[src/rtl/ptst_pkg.sv]
// Package for the primality tester: widths, codes, state type and trial prime table.
`default_nettype none
package ptst_pkg;
   localparam int CAND_W        = 32;
   localparam int RND_W         = 32;
   localparam int ROUNDS_W      = 4;
   localparam int DEF_WIDTH     = 32;
   localparam int DEF_MAX_ROUNDS = 8;
   localparam int TABLE_SIZE    = 167;
   localparam int DEF_TRIAL     = 167;
   localparam logic [ROUNDS_W-1:0] ROUNDS_RESET = 4'd4;

   localparam logic [1:0] DEC_SMALL = 2'd0;
   localparam logic [1:0] DEC_TRIAL = 2'd1;
   localparam logic [1:0] DEC_MR    = 2'd2;

   localparam logic [9:0] TRIAL_TABLE [TABLE_SIZE] = '{
      10'd3,10'd5,10'd7,10'd11,10'd13,10'd17,10'd19,10'd23,10'd29,10'd31,10'd37,10'd41,
      10'd43,10'd47,10'd53,10'd59,10'd61,10'd67,10'd71,10'd73,10'd79,10'd83,10'd89,10'd97,
      10'd101,10'd103,10'd107,10'd109,10'd113,10'd127,10'd131,10'd137,10'd139,10'd149,
      10'd151,10'd157,10'd163,10'd167,10'd173,10'd179,10'd181,10'd191,10'd193,10'd197,
      10'd199,10'd211,10'd223,10'd227,10'd229,10'd233,10'd239,10'd241,10'd251,10'd257,
      10'd263,10'd269,10'd271,10'd277,10'd281,10'd283,10'd293,10'd307,10'd311,10'd313,
      10'd317,10'd331,10'd337,10'd347,10'd349,10'd353,10'd359,10'd367,10'd373,10'd379,
      10'd383,10'd389,10'd397,10'd401,10'd409,10'd419,10'd421,10'd431,10'd433,10'd439,
      10'd443,10'd449,10'd457,10'd461,10'd463,10'd467,10'd479,10'd487,10'd491,10'd499,
      10'd503,10'd509,10'd521,10'd523,10'd541,10'd547,10'd557,10'd563,10'd569,10'd571,
      10'd577,10'd587,10'd593,10'd599,10'd601,10'd607,10'd613,10'd617,10'd619,10'd631,
      10'd641,10'd643,10'd647,10'd653,10'd659,10'd661,10'd673,10'd677,10'd683,10'd691,
      10'd701,10'd709,10'd719,10'd727,10'd733,10'd739,10'd743,10'd751,10'd757,10'd761,
      10'd769,10'd773,10'd787,10'd797,10'd809,10'd811,10'd821,10'd823,10'd827,10'd829,
      10'd839,10'd853,10'd857,10'd859,10'd863,10'd877,10'd881,10'd883,10'd887,10'd907,
      10'd911,10'd919,10'd929,10'd937,10'd941,10'd947,10'd953,10'd967,10'd971,10'd977,
      10'd983,10'd991,10'd997
   };

   typedef enum logic [3:0] {
      S_IDLE, S_TRIAL, S_TWAIT, S_SPLIT, S_WIT, S_WWAIT, S_PCHK,
      S_PMWAIT, S_PSWAIT, S_ZCHK, S_ZWAIT, S_DONE
   } state_type;
endpackage
`default_nettype wire

[src/rtl/ptst_modmul.sv]
// Bit-serial modular multiplier: x * y mod m, one bit of y per cycle, MSB first.
`default_nettype none
module ptst_modmul #(
   parameter int W  = 32,
   parameter int YW = 32
) (
   input  wire logic          clock,
   input  wire logic          reset,
   input  wire logic          start,
   input  wire logic [W-1:0]  x,
   input  wire logic [YW-1:0] y,
   input  wire logic [W-1:0]  m,
   output logic               done,
   output logic [W-1:0]       result
);
   localparam int CW = $clog2(YW + 1);

   logic          busy_ff, busy_in;
   logic          done_ff, done_in;
   logic [CW-1:0] cnt_ff, cnt_in;
   logic [YW-1:0] y_ff, y_in;
   logic [W-1:0]  x_ff, x_in, m_ff, m_in, acc_ff, acc_in;
   logic [W+1:0]  sum, t1, t2, mext;

   always_comb begin
      mext = (W+2)'(m_ff);
      sum  = {1'b0, acc_ff, 1'b0} + (y_ff[YW-1] ? (W+2)'(x_ff) : '0);
      t1   = (sum >= mext) ? sum - mext : sum;
      t2   = (t1 >= mext) ? t1 - mext : t1;
      busy_in = busy_ff;
      done_in = 1'b0;
      cnt_in  = cnt_ff;
      y_in    = y_ff;
      x_in    = x_ff;
      m_in    = m_ff;
      acc_in  = acc_ff;
      if (start && !busy_ff) begin
         busy_in = 1'b1;
         cnt_in  = CW'(YW);
         y_in    = y;
         x_in    = x;
         m_in    = m;
         acc_in  = '0;
      end else if (busy_ff) begin
         acc_in = t2[W-1:0];
         y_in   = y_ff << 1;
         cnt_in = cnt_ff - 1'b1;
         if (cnt_ff == CW'(1)) begin
            busy_in = 1'b0;
            done_in = 1'b1;
         end
      end
   end

   always_ff @(posedge clock) begin
      if (reset) begin
         busy_ff <= 1'b0;
         done_ff <= 1'b0;
      end else begin
         busy_ff <= busy_in;
         done_ff <= done_in;
      end
      cnt_ff <= cnt_in;
      y_ff   <= y_in;
      x_ff   <= x_in;
      m_ff   <= m_in;
      acc_ff <= acc_in;
   end

   assign done   = done_ff;
   assign result = acc_ff;

   assert property (@(posedge clock) disable iff (reset) done_ff |-> !busy_ff)
      else $error("modmul done while busy");
   assert property (@(posedge clock) disable iff (reset) done_ff |=> !done_ff)
      else $error("modmul done longer than one cycle");
   assert property (@(posedge clock) disable iff (reset) busy_ff |-> acc_ff < m_ff)
      else $error("modmul partial result not reduced");
endmodule
`default_nettype wire

[src/rtl/primality_tester_top.sv]
// Top level of the primality tester: command port, sequencer and config register.
// For small or even candidates the result follows in the cycle after the accepting edge;
// otherwise one modular multiply per trial prime tried, then per Miller-Rabin round one for
// the witness plus up to two per exponent bit and one per squaring.
// One item at a time, busy until the result.
// Every multiply and reduction runs through one bit-serial unit, one bit per cycle.
// Synchronous active-high reset: idle, rounds register back to 4; no result is lost
// since the receiver cannot stall.
`default_nettype none
module primality_tester_top #(
   parameter int WIDTH        = ptst_pkg::DEF_WIDTH,
   parameter int MAX_ROUNDS   = ptst_pkg::DEF_MAX_ROUNDS,
   parameter int TRIAL_PRIMES = ptst_pkg::DEF_TRIAL
) (
   input  wire logic                          clock,
   input  wire logic                          reset,
   input  wire logic                          start,
   output logic                               busy,
   input  wire logic [ptst_pkg::CAND_W-1:0]   req_candidate,
   input  wire logic [ptst_pkg::RND_W-1:0]    req_random_0,
   input  wire logic [ptst_pkg::RND_W-1:0]    req_random_1,
   input  wire logic [ptst_pkg::RND_W-1:0]    req_random_2,
   input  wire logic [ptst_pkg::RND_W-1:0]    req_random_3,
   input  wire logic [ptst_pkg::RND_W-1:0]    req_random_4,
   input  wire logic [ptst_pkg::RND_W-1:0]    req_random_5,
   input  wire logic [ptst_pkg::RND_W-1:0]    req_random_6,
   input  wire logic [ptst_pkg::RND_W-1:0]    req_random_7,
   output logic                               rsp_valid,
   output logic                               rsp_prime,
   output logic [1:0]                         rsp_decided_by,
   input  wire logic                          csr_we,
   input  wire logic [ptst_pkg::ROUNDS_W-1:0] csr_wdata
);
   import ptst_pkg::*;

   localparam int RW = (MAX_ROUNDS > 1) ? $clog2(MAX_ROUNDS) : 1;
   localparam int IW = (TRIAL_PRIMES > 1) ? $clog2(TRIAL_PRIMES) : 1;
   localparam int TW = $clog2(WIDTH) + 1;

   state_type state_ff, state_in;
   logic [ROUNDS_W-1:0] rounds_ff, count_ff, count_in;
   logic [WIDTH-1:0] n_ff, n_in, d_ff, d_in, e_ff, e_in, acc_ff, acc_in, b_ff, b_in;
   logic [RND_W-1:0] rnd_ff [MAX_ROUNDS];
   logic [RND_W-1:0] rnd_in [8];
   logic [RW-1:0]    r_ff, r_in;
   logic [IW-1:0]    idx_ff, idx_in;
   logic [TW-1:0]    twos_ff, twos_in, j_ff, j_in;
   logic             prime_ff, prime_in;
   logic [1:0]       stage_ff, stage_in;

   logic             accept;
   logic [WIDTH-1:0] nin, nm1;
   logic [CAND_W-1:0] p_ext, n_ext;
   logic             last_idx, last_round;
   logic             mm_start, mm_done;
   logic [WIDTH-1:0] mm_x, mm_m, mm_res;
   logic [RND_W-1:0] mm_y;

   assign rnd_in[0] = req_random_0;
   assign rnd_in[1] = req_random_1;
   assign rnd_in[2] = req_random_2;
   assign rnd_in[3] = req_random_3;
   assign rnd_in[4] = req_random_4;
   assign rnd_in[5] = req_random_5;
   assign rnd_in[6] = req_random_6;
   assign rnd_in[7] = req_random_7;

   assign accept     = start && (state_ff == S_IDLE);
   assign nin        = req_candidate[WIDTH-1:0];
   assign nm1        = n_ff - 1'b1;
   assign p_ext      = CAND_W'(TRIAL_TABLE[8'(idx_ff)]);
   assign n_ext      = CAND_W'(n_ff);
   assign last_idx   = (idx_ff == IW'(TRIAL_PRIMES - 1));
   assign last_round = ((ROUNDS_W'(r_ff) + 1'b1) == count_ff);

   ptst_modmul #(.W(WIDTH), .YW(RND_W)) u_modmul (
      .clock  (clock),
      .reset  (reset),
      .start  (mm_start),
      .x      (mm_x),
      .y      (mm_y),
      .m      (mm_m),
      .done   (mm_done),
      .result (mm_res)
   );

   always_comb begin
      state_in = state_ff;
      count_in = count_ff;
      n_in     = n_ff;
      d_in     = d_ff;
      e_in     = e_ff;
      acc_in   = acc_ff;
      b_in     = b_ff;
      r_in     = r_ff;
      idx_in   = idx_ff;
      twos_in  = twos_ff;
      j_in     = j_ff;
      prime_in = prime_ff;
      stage_in = stage_ff;
      mm_start = 1'b0;
      mm_x     = b_ff;
      mm_y     = RND_W'(b_ff);
      mm_m     = n_ff;
      unique case (state_ff)
         S_IDLE: begin
            if (start) begin
               n_in     = nin;
               d_in     = nin - 1'b1;
               twos_in  = '0;
               idx_in   = '0;
               prime_in = 1'b0;
               stage_in = DEC_SMALL;
               if (rounds_ff == '0) begin
                  count_in = ROUNDS_W'(1);
               end else if (rounds_ff > ROUNDS_W'(MAX_ROUNDS)) begin
                  count_in = ROUNDS_W'(MAX_ROUNDS);
               end else begin
                  count_in = rounds_ff;
               end
               if (nin < WIDTH'(2)) begin
                  state_in = S_DONE;
               end else if (nin == WIDTH'(2)) begin
                  prime_in = 1'b1;
                  state_in = S_DONE;
               end else if (!nin[0]) begin
                  state_in = S_DONE;
               end else begin
                  stage_in = DEC_TRIAL;
                  state_in = S_TRIAL;
               end
            end
         end
         S_TRIAL: begin
            mm_x = WIDTH'(1);
            mm_y = RND_W'(n_ff);
            mm_m = p_ext[WIDTH-1:0];
            if (n_ext == p_ext) begin
               prime_in = 1'b1;
               state_in = S_DONE;
            end else if (p_ext > n_ext) begin
               if (last_idx) begin
                  stage_in = DEC_MR;
                  state_in = S_SPLIT;
               end else begin
                  idx_in = idx_ff + 1'b1;
               end
            end else begin
               mm_start = 1'b1;
               state_in = S_TWAIT;
            end
         end
         S_TWAIT: begin
            if (mm_done) begin
               if (mm_res == '0) begin
                  state_in = S_DONE;
               end else if (last_idx) begin
                  stage_in = DEC_MR;
                  state_in = S_SPLIT;
               end else begin
                  idx_in   = idx_ff + 1'b1;
                  state_in = S_TRIAL;
               end
            end
         end
         S_SPLIT: begin
            r_in = '0;
            if (!d_ff[0]) begin
               d_in    = d_ff >> 1;
               twos_in = twos_ff + 1'b1;
            end else begin
               state_in = S_WIT;
            end
         end
         S_WIT: begin
            mm_x     = WIDTH'(1);
            mm_y     = rnd_ff[r_ff];
            mm_m     = n_ff - WIDTH'(3);
            mm_start = 1'b1;
            state_in = S_WWAIT;
         end
         S_WWAIT: begin
            if (mm_done) begin
               b_in     = mm_res + WIDTH'(2);
               acc_in   = WIDTH'(1);
               e_in     = d_ff;
               state_in = S_PCHK;
            end
         end
         S_PCHK: begin
            if (e_ff == '0) begin
               j_in = '0;
               if (acc_ff == WIDTH'(1) || acc_ff == nm1) begin
                  if (last_round) begin
                     prime_in = 1'b1;
                     state_in = S_DONE;
                  end else begin
                     r_in     = r_ff + 1'b1;
                     state_in = S_WIT;
                  end
               end else begin
                  state_in = S_ZCHK;
               end
            end else if (e_ff[0]) begin
               mm_x     = acc_ff;
               mm_start = 1'b1;
               state_in = S_PMWAIT;
            end else begin
               mm_start = 1'b1;
               state_in = S_PSWAIT;
            end
         end
         S_PMWAIT: begin
            if (mm_done) begin
               acc_in   = mm_res;
               mm_start = 1'b1;
               state_in = S_PSWAIT;
            end
         end
         S_PSWAIT: begin
            if (mm_done) begin
               b_in     = mm_res;
               e_in     = e_ff >> 1;
               state_in = S_PCHK;
            end
         end
         S_ZCHK: begin
            mm_x = acc_ff;
            mm_y = RND_W'(acc_ff);
            if (acc_ff == nm1) begin
               if (last_round) begin
                  prime_in = 1'b1;
                  state_in = S_DONE;
               end else begin
                  r_in     = r_ff + 1'b1;
                  state_in = S_WIT;
               end
            end else if ((j_ff + 1'b1) < twos_ff) begin
               mm_start = 1'b1;
               state_in = S_ZWAIT;
            end else begin
               state_in = S_DONE;
            end
         end
         S_ZWAIT: begin
            if (mm_done) begin
               acc_in = mm_res;
               j_in   = j_ff + 1'b1;
               state_in = (mm_res == WIDTH'(1)) ? S_DONE : S_ZCHK;
            end
         end
         S_DONE: begin
            state_in = S_IDLE;
         end
         default: begin
            state_in = S_IDLE;
         end
      endcase
   end

   always_ff @(posedge clock) begin
      if (reset) begin
         state_ff  <= S_IDLE;
         rounds_ff <= ROUNDS_RESET;
      end else begin
         state_ff <= state_in;
         if (csr_we) begin
            rounds_ff <= csr_wdata;
         end
      end
      count_ff <= count_in;
      n_ff     <= n_in;
      d_ff     <= d_in;
      e_ff     <= e_in;
      acc_ff   <= acc_in;
      b_ff     <= b_in;
      r_ff     <= r_in;
      idx_ff   <= idx_in;
      twos_ff  <= twos_in;
      j_ff     <= j_in;
      prime_ff <= prime_in;
      stage_ff <= stage_in;
      if (accept) begin
         for (int i = 0; i < MAX_ROUNDS; i++) begin
            rnd_ff[i] <= rnd_in[i];
         end
      end
   end

   assign busy           = (state_ff != S_IDLE);
   assign rsp_valid      = (state_ff == S_DONE);
   assign rsp_prime      = prime_ff;
   assign rsp_decided_by = stage_ff;

   assert property (@(posedge clock) disable iff (reset) rsp_valid |=> !busy)
      else $error("busy after result beat");
   assert property (@(posedge clock) disable iff (reset) accept |=> busy)
      else $error("not busy after accepted beat");
   assert property (@(posedge clock) disable iff (reset)
      rsp_valid |-> (stage_ff == DEC_SMALL || stage_ff == DEC_TRIAL || stage_ff == DEC_MR))
      else $error("bad decided_by code");
   assert property (@(posedge clock) disable iff (reset)
      (rsp_valid && stage_ff != DEC_SMALL) |-> n_ff[0])
      else $error("even candidate past small checks");
endmodule
`default_nettype wire
[config.mk]
export PLATFORM = sky130hd
export DESIGN_NAME = primality_tester_top
export DESIGN_NICKNAME = d
export VERILOG_FILES = /design/src/rtl/ptst_pkg.sv /design/src/rtl/ptst_modmul.sv /design/src/rtl/primality_tester_top.sv
export SDC_FILE = /design/constraint.sdc
export NUM_CORES = 1
export LEC_CHECK = 0
export ABC_AREA = 1
export BUFFER_PORTS_ARGS = -buffer_cell sky130_fd_sc_hd__buf_2
export CELL_PAD_IN_SITES_DETAIL_PLACEMENT = 0
export CELL_PAD_IN_SITES_GLOBAL_PLACEMENT = 2
export CORE_MARGIN = 5
export CORE_UTILIZATION = 40
export CTS_CLUSTER_DIAMETER = 50
export DETAILED_ROUTE_END_ITERATION = 7
export GPL_ROUTABILITY_DRIVEN = 0
export GPL_TIMING_DRIVEN = 0
export HOLD_SLACK_MARGIN = 0.06
export PLACE_DENSITY_LB_ADDON = 0.08
export SLEW_MARGIN = 20
export SYNTH_ARGS = -nofsm -noshare
export SYNTH_HDL_FRONTEND = slang
export SYNTH_HIERARCHICAL = 1
export SYNTH_SLANG_ARGS = --single-unit
[constraint.sdc]
create_clock -name clock -period 40.6 [get_ports clock]
set_clock_uncertainty 0.15 [all_clocks]
set_input_delay 4.06 -clock clock [delete_from_list [all_inputs] [get_ports clock]]
set_output_delay 4.06 -clock clock [all_outputs]
set_load 0.05 [all_outputs]
Yosys cells after proc, flatten, opt, wreduce, memory -nomap -nowiden
Memory sizes are Yosys's and may differ from the RTL's. A register that Yosys moved wholly into a read port is not among the register bits. Cells that the tools add are included.

Add/sub/neg operators: 13. Multipliers: 0. Divide/modulo/power cells: 0. Order comparisons: 7. Equal/unequal tests: 37. Shifts and indexed selects: 0. Multiplexer cells: 97. Bitwise gates (word level): 2. Reductions and logical operators: 32.

Operators by type and width (count): 32-bit 2-to-1 mux (13); 32-bit one-hot mux with 2 select lines (5); 32-bit one-hot mux with 3 select lines (2); 4-bit 2-to-1 mux (19); 34-bit by 32-bit greater-or-equal comparator with 1-bit output (2); 32-bit by 1-bit == test with 1-bit output, second input constant (2); 32-bit logical NOT (2); 32-bit by 1-bit subtractor with 32-bit output, second input constant (2); 8-bit 2-to-1 mux (6); 4-bit one-hot mux with 10 select lines (1); 33-bit by 34-bit adder with 34-bit output (1); 34-bit 2-to-1 mux (1); 34-bit by 32-bit subtractor with 34-bit output (1); 32-bit by 2-bit adder with 32-bit output, second input constant (1); 32-bit by 10-bit == test with 1-bit output (1); 32-bit by 2-bit == test with 1-bit output, second input constant (1); 32-bit == test (1); 10-bit by 32-bit > comparator with 1-bit output (1); 32-bit by 2-bit less-than comparator with 1-bit output, second input constant (1); 32-bit by 2-bit subtractor with 32-bit output, second input constant (1); 32-bit subtractor (1); 1-bit 2-to-1 mux (24); 6-bit 2-to-1 mux (4); 6-bit one-hot mux with 2 select lines (2); 42 further kinds (93).

Register bits: 334. Bits in latches: 0. RAM bits: 256. Bits in read-only memories: 2560. Input bits: 296. Output and inout bits: 5. Word-level logic and storage cells: 213. Memories: 2.

Memories: (name not given) (words 256, bits a word 10, rd ports 1, clocked after Yosys merged registers in 0, write ports 0, RTL line primality_tester_top.sv:71) `assign p_ext = CAND_W'(TRIAL_TABLE[8'(idx_ff)]);`; rnd_ff (words 8, bits a word 32, rd ports 1, clocked after Yosys merged registers in 1, write ports 8, RTL line primality_tester_top.sv:43) `logic [RND_W-1:0] rnd_ff [MAX_ROUNDS];`.

Depth between registers and ports, before layout
Depth after elaboration: 10. Mapped depth: 51. Depth with buffers taken out: 47.

Modules after synthesis
Netlist, hierarchy kept.

By module, submodules not included: primality_tester_top (times used 1, cells an instance 2590, area an instance 24925.2 um^2, sequential area each 13613.1 um^2); ptst_modmul (times used 1, cells an instance 1590, area an instance 11250.8 um^2, sequential area each 3683.5 um^2).

Worst setup path after synthesis
OpenSTA, ideal clock, no wires.

Path kind: in2reg. Start point: input port start. End point: register count_ff[0], enable pin. Library setup time: 0.952 ns. Arrival time: 16.124 ns. Required time: 39.498 ns. Slack: 23.374 ns. Stages: 2. Buffers on the path: 0. Cell sequence: inv_1 -> nor2_1.

Longest elaborated chain between the ends: 1.

RTL lines: start, declared (RTL line primality_tester_top.sv:17) `input wire logic start,`; 2-bit AND reduction (no source line); end signal, assigned (RTL line primality_tester_top.sv:271) `count_ff <= count_in;`; end, declared (RTL line primality_tester_top.sv:41) `logic [ROUNDS_W-1:0] rounds_ff, count_ff, count_in;`.

Every way passes these cells. A chain may end at the register's enable or synchronous reset.

Worst setup path after layout
Start point: register u_modmul.y_ff[31]. End point: register u_modmul.acc_ff[27] (netlist: u_modmul/result[27]).

Longest elaborated chain between the ends: 6. Elaborated cells between the ends (all ways): 8. Classes of those cells: add/sub: 3; order compare: 2; mux: 3.

RTL lines: start, declared (RTL line ptst_modmul.sv:21) `logic [YW-1:0] y_ff, y_in;`; start signal, assigned (RTL line ptst_modmul.sv:64) `y_ff <= y_in;`; 32-bit 2-to-1 mux * (RTL line ptst_modmul.sv:27) `sum = {1'b0, acc_ff, 1'b0} + (y_ff[YW-1] ? (W+2)'(x_ff) : '0);`; 33-bit by 34-bit adder with 34-bit output * (RTL line ptst_modmul.sv:27); 34-bit by 32-bit subtractor with 34-bit output / 34-bit by 32-bit greater-or-equal comparator with 1-bit output (equally long branches) (RTL line ptst_modmul.sv:28) `t1 = (sum >= mext) ? sum - mext : sum;`; 34-bit 2-to-1 mux * (RTL line ptst_modmul.sv:28); 32-bit subtractor / 34-bit by 32-bit greater-or-equal comparator with 1-bit output (equally long branches) (RTL line ptst_modmul.sv:29) `t2 = (t1 >= mext) ? t1 - mext : t1;`; 32-bit 2-to-1 mux * (RTL line ptst_modmul.sv:29); end signal, assigned (RTL line ptst_modmul.sv:67) `acc_ff <= acc_in;`; end, declared (RTL line ptst_modmul.sv:22) `logic [W-1:0] x_ff, x_in, m_ff, m_in, acc_ff, acc_in;`.

Every way passes the cells marked *; elsewhere a longest branch is shown, timed or not.

==> results.py <==
metrics = {
    "yosys": {
        "ys_seq_elements": 593,
        "synth_flop_cell": "edfxtp_1",
        "async_flop_share": 0,
        "synth_nets": 4617,
        "yosysWarnings": 6,
        "synth-edff-count": 542,
        "netlist_instances": 4180,
        "syn_area_um2": 36200,
        "ys_seq_area_frac": 0.478,
        "yosysUniqueCellTypes": 69,
        "synth_top_area_cell": "edfxtp_1",
        "syn_area_per_cell_um2": 8.65,
        "synthTopCellsByArea": "edfxtp_1 (45%), nand2_1 (9.9%), inv_1 (5.0%), ha_1 (4.8%), nor2_1 (4.6%)",
        "netlist.area_leader.share": 0.450,
    },
    "drt": {
        "vias": 32235,
        "wl_um": 144000,
        "first_pass_iters": 6,
        "drc": 0,
        "via_per_inst": 5.52,
        "first_iter_violations": 3234,
        "antenna_left": 0,
        "wl_per_cell_um": 24.7,
    },
    "setup_path": {
        "crit_type": "flip-flop to flip-flop",
        "max_stage_delay_ns": 0.51,
        "start_kind": "flip-flop",
        "rrSetupSlack_ns": 31.39,
        "worst-path-max-fanout": 10,
        "critPathRequiredTime_ns": 40.98,
        "critPathArrivalTime_ns": 9.60,
        "slowest_stage": "xor2_1",
        "cpMostUsedCell": "nand2_1",
        "cp-end-kind": "flip-flop",
    },
    "clock_network": {
        "cts_resized": 0,
        "h-tree-depth": 3,
        "cts_buffers": 83,
        "cts.sinks": 593,
        "cts_tree": "done",
        "clk_latency_ns": 0.65,
        "cts.clk_slew.worst_paths_ns": 0.06,
        "root_buffer": "clkbuf_16",
        "cts_setup_buffers": 0,
        "cts_buffer_depth": 3,
        "postCtsHoldBufs": 0,
    },
    "sta": {
        "tns_ns": 0,
        "tightest_slew_ns": 0.995,
        "rsz0062_at_grt": "no",
        "fin_ws_ns": 31.39,
        "final.min_clock_period_ns": 9.21,
        "clock.fmax_mhz": 109,
        "maxSlewViolCount": 0,
        "setup_violations": 0,
        "whs_ns": 0.319,
        "slew_headroom": 0.336,
        "hold_violations": 0,
        "post-route-period-util": 0.227,
    },
    "die": {
        "pin_count": 301,
        "rows": 110,
        "start_util": 0.403,
        "dieArea_um2": 96600,
        "dieWidth_um": 311,
        "die_h_um": 311,
        "core_area_um2": 89900,
    },
    "final_layout": {
        "nNetsFinal": 5022,
        "area.growth.synth_to_final_pct": 17.3,
        "final_cells": 5836,
        "drive_gt1_frac": 0.131,
    },
    "placed_design": {
        "portBuffers": 300,
        "dp.cells": 5676,
        "place_ws_ns": 31.54,
        "dp_hpwl_um": 117000,
    },
    "global_routing": {
        "antenna_found_initial": 10,
        "track_usage": 0.287,
        "grt_pass1_wl_um": 208000,
        "grt_overflow": 0,
        "grt_pass1_vias": 31010,
        "grt_max_degree": 50,
    },
    "min_path": {
        "hold_class": "flip-flop to flip-flop",
    },
    "run": {
        "drv_cap": 0,
    },
    "status": {
        "status": "complete, no violations",
    },
}
==> state kept, by name (all words and copies together) (netlist names), 6 cells and up, named ones only <==
register	flops
u_modmul/x_ff	32
twos_ff	6
b_ff	32
u_modmul/cnt_ff	6
d_ff	32
idx_ff	8
n_ext	32
e_ff	32
u_modmul/m_ff	32
acc_ff	32
u_modmul/y_ff	32
u_modmul/result	32
j_ff	6
rnd_ff	256
==> routing by layer <==
| metal | global-route usage | vias up | wire (um) |
|---|---|---|---|
| met5 | 0 | - | 41 |
| met4 | 0.0888 | 6 | 5120 |
| met3 | 0.0380 | 258 | 9010 |
| met2 | 0.490 | 1239 | 69000 |
| met1 | 0.383 | 15496 | 60700 |
| li1 | - | 15236 | - |
==> cells by family after synthesis <==
family | count (synthesis) | share of synthesized area
AOI/OAI and AO/OA | 767 | 0.131
xor gates and xnor gates | 150 | 0.0363
adders and majority gates | 141 | 0.0494
buffers and inverters | 640 | 0.0692
DFF | 593 | 0.478
muxes | 64 | 0.0177
and+or+nand+nor | 1825 | 0.218
==> worst paths after layout <==
kind / startpoint / to / depth (start not counted)
worst max register to register: u_modmul/y_ff[31] / u_modmul/result[27] / 47
worst min register to register: rounds_ff[0] / rounds_ff[0] / 2
worst max-delay path: u_modmul/y_ff[31] / u_modmul/result[27] / 47
worst min-delay path: rounds_ff[0] / rounds_ff[0] / 2
==> through the flow <==
stage | utilization | instance area, um2
4_1_cts | 0.472 | 42400
3_5_place_dp | 0.441 | 39600
5_1_grt | 0.472 | 42400
2_1_floorplan | - | 36200
6_report | 0.472 | 42400
3_3_place_gp | 0.436 | 39100
==> Yosys cell counts, types with 37 or more instances <==
| cell | n |
|---|---|
| nor3_1 | 48 |
| nand3_1 | 189 |
| xor2_1 | 87 |
| ha_1 | 138 |
| nor4_1 | 37 |
| edfxtp_1 | 542 |
| clkbuf_1 | 95 |
| nand2_1 | 954 |
| nand4_1 | 43 |
| o21ai_0 | 278 |
| dfxtp_1 | 51 |
| inv_1 | 485 |
| a21oi_1 | 189 |
| o221ai_1 | 77 |
| xnor2_1 | 63 |
| mux2i_1 | 64 |
| nor2_1 | 443 |
==> placed cells by master (no fill, tap or decap), types with 43 or more instances in the layout <==
cell type  Yosys  final
edfxtp_1     542    542
xor2_1        87     87
o221ai_1      77     77
xnor2_1       63     63
ha_1         138    138
buf_2          8    309
nor3_1        48     48
clkbuf_1      95    107
inv_1        485    483
nor2_1       443    441
a21oi_1      189    189
clkbuf_16      0     84
nand3_1      189    189
mux2i_1       64     64
dfxtp_1       51     51
nand2_1      954    954
o21ai_0      278    277
nand4_1       43     43
==> cell type report <==
| cell class | count | area (um2) |
|---|---|---|
| multi-input cells | 2947 | 16400 |
| diodes | 8 | 20.0 |
| clock inverters | 53 | 582 |
| repair buffers | 320 | 1960 |
| inverters | 506 | 1900 |
| plain buffers | 134 | 607 |
| fillers | 8942 | 47500 |
| clock buffers | 99 | 2180 |
| well taps | 1176 | 1470 |
| flip-flops and latches | 593 | 17300 |
==> worst max-delay path, delay by kind of cell, from the launching register on <==
family | cells | cell delay, ns
adder cells (fa/ha/maj) | 4 | 1.29
XOR/XNOR | 1 | 0.51
AND/OR/NAND/NOR | 26 | 3.43
AO/OA/AOI/OAI | 6 | 1.63
buffers and inverters | 10 | 1.55
flip-flops | 1 | 0.47
Power is left out: the tool's default activity adds up to more than one toggle a clock period on the data nets, which glitch-free logic cannot reach.
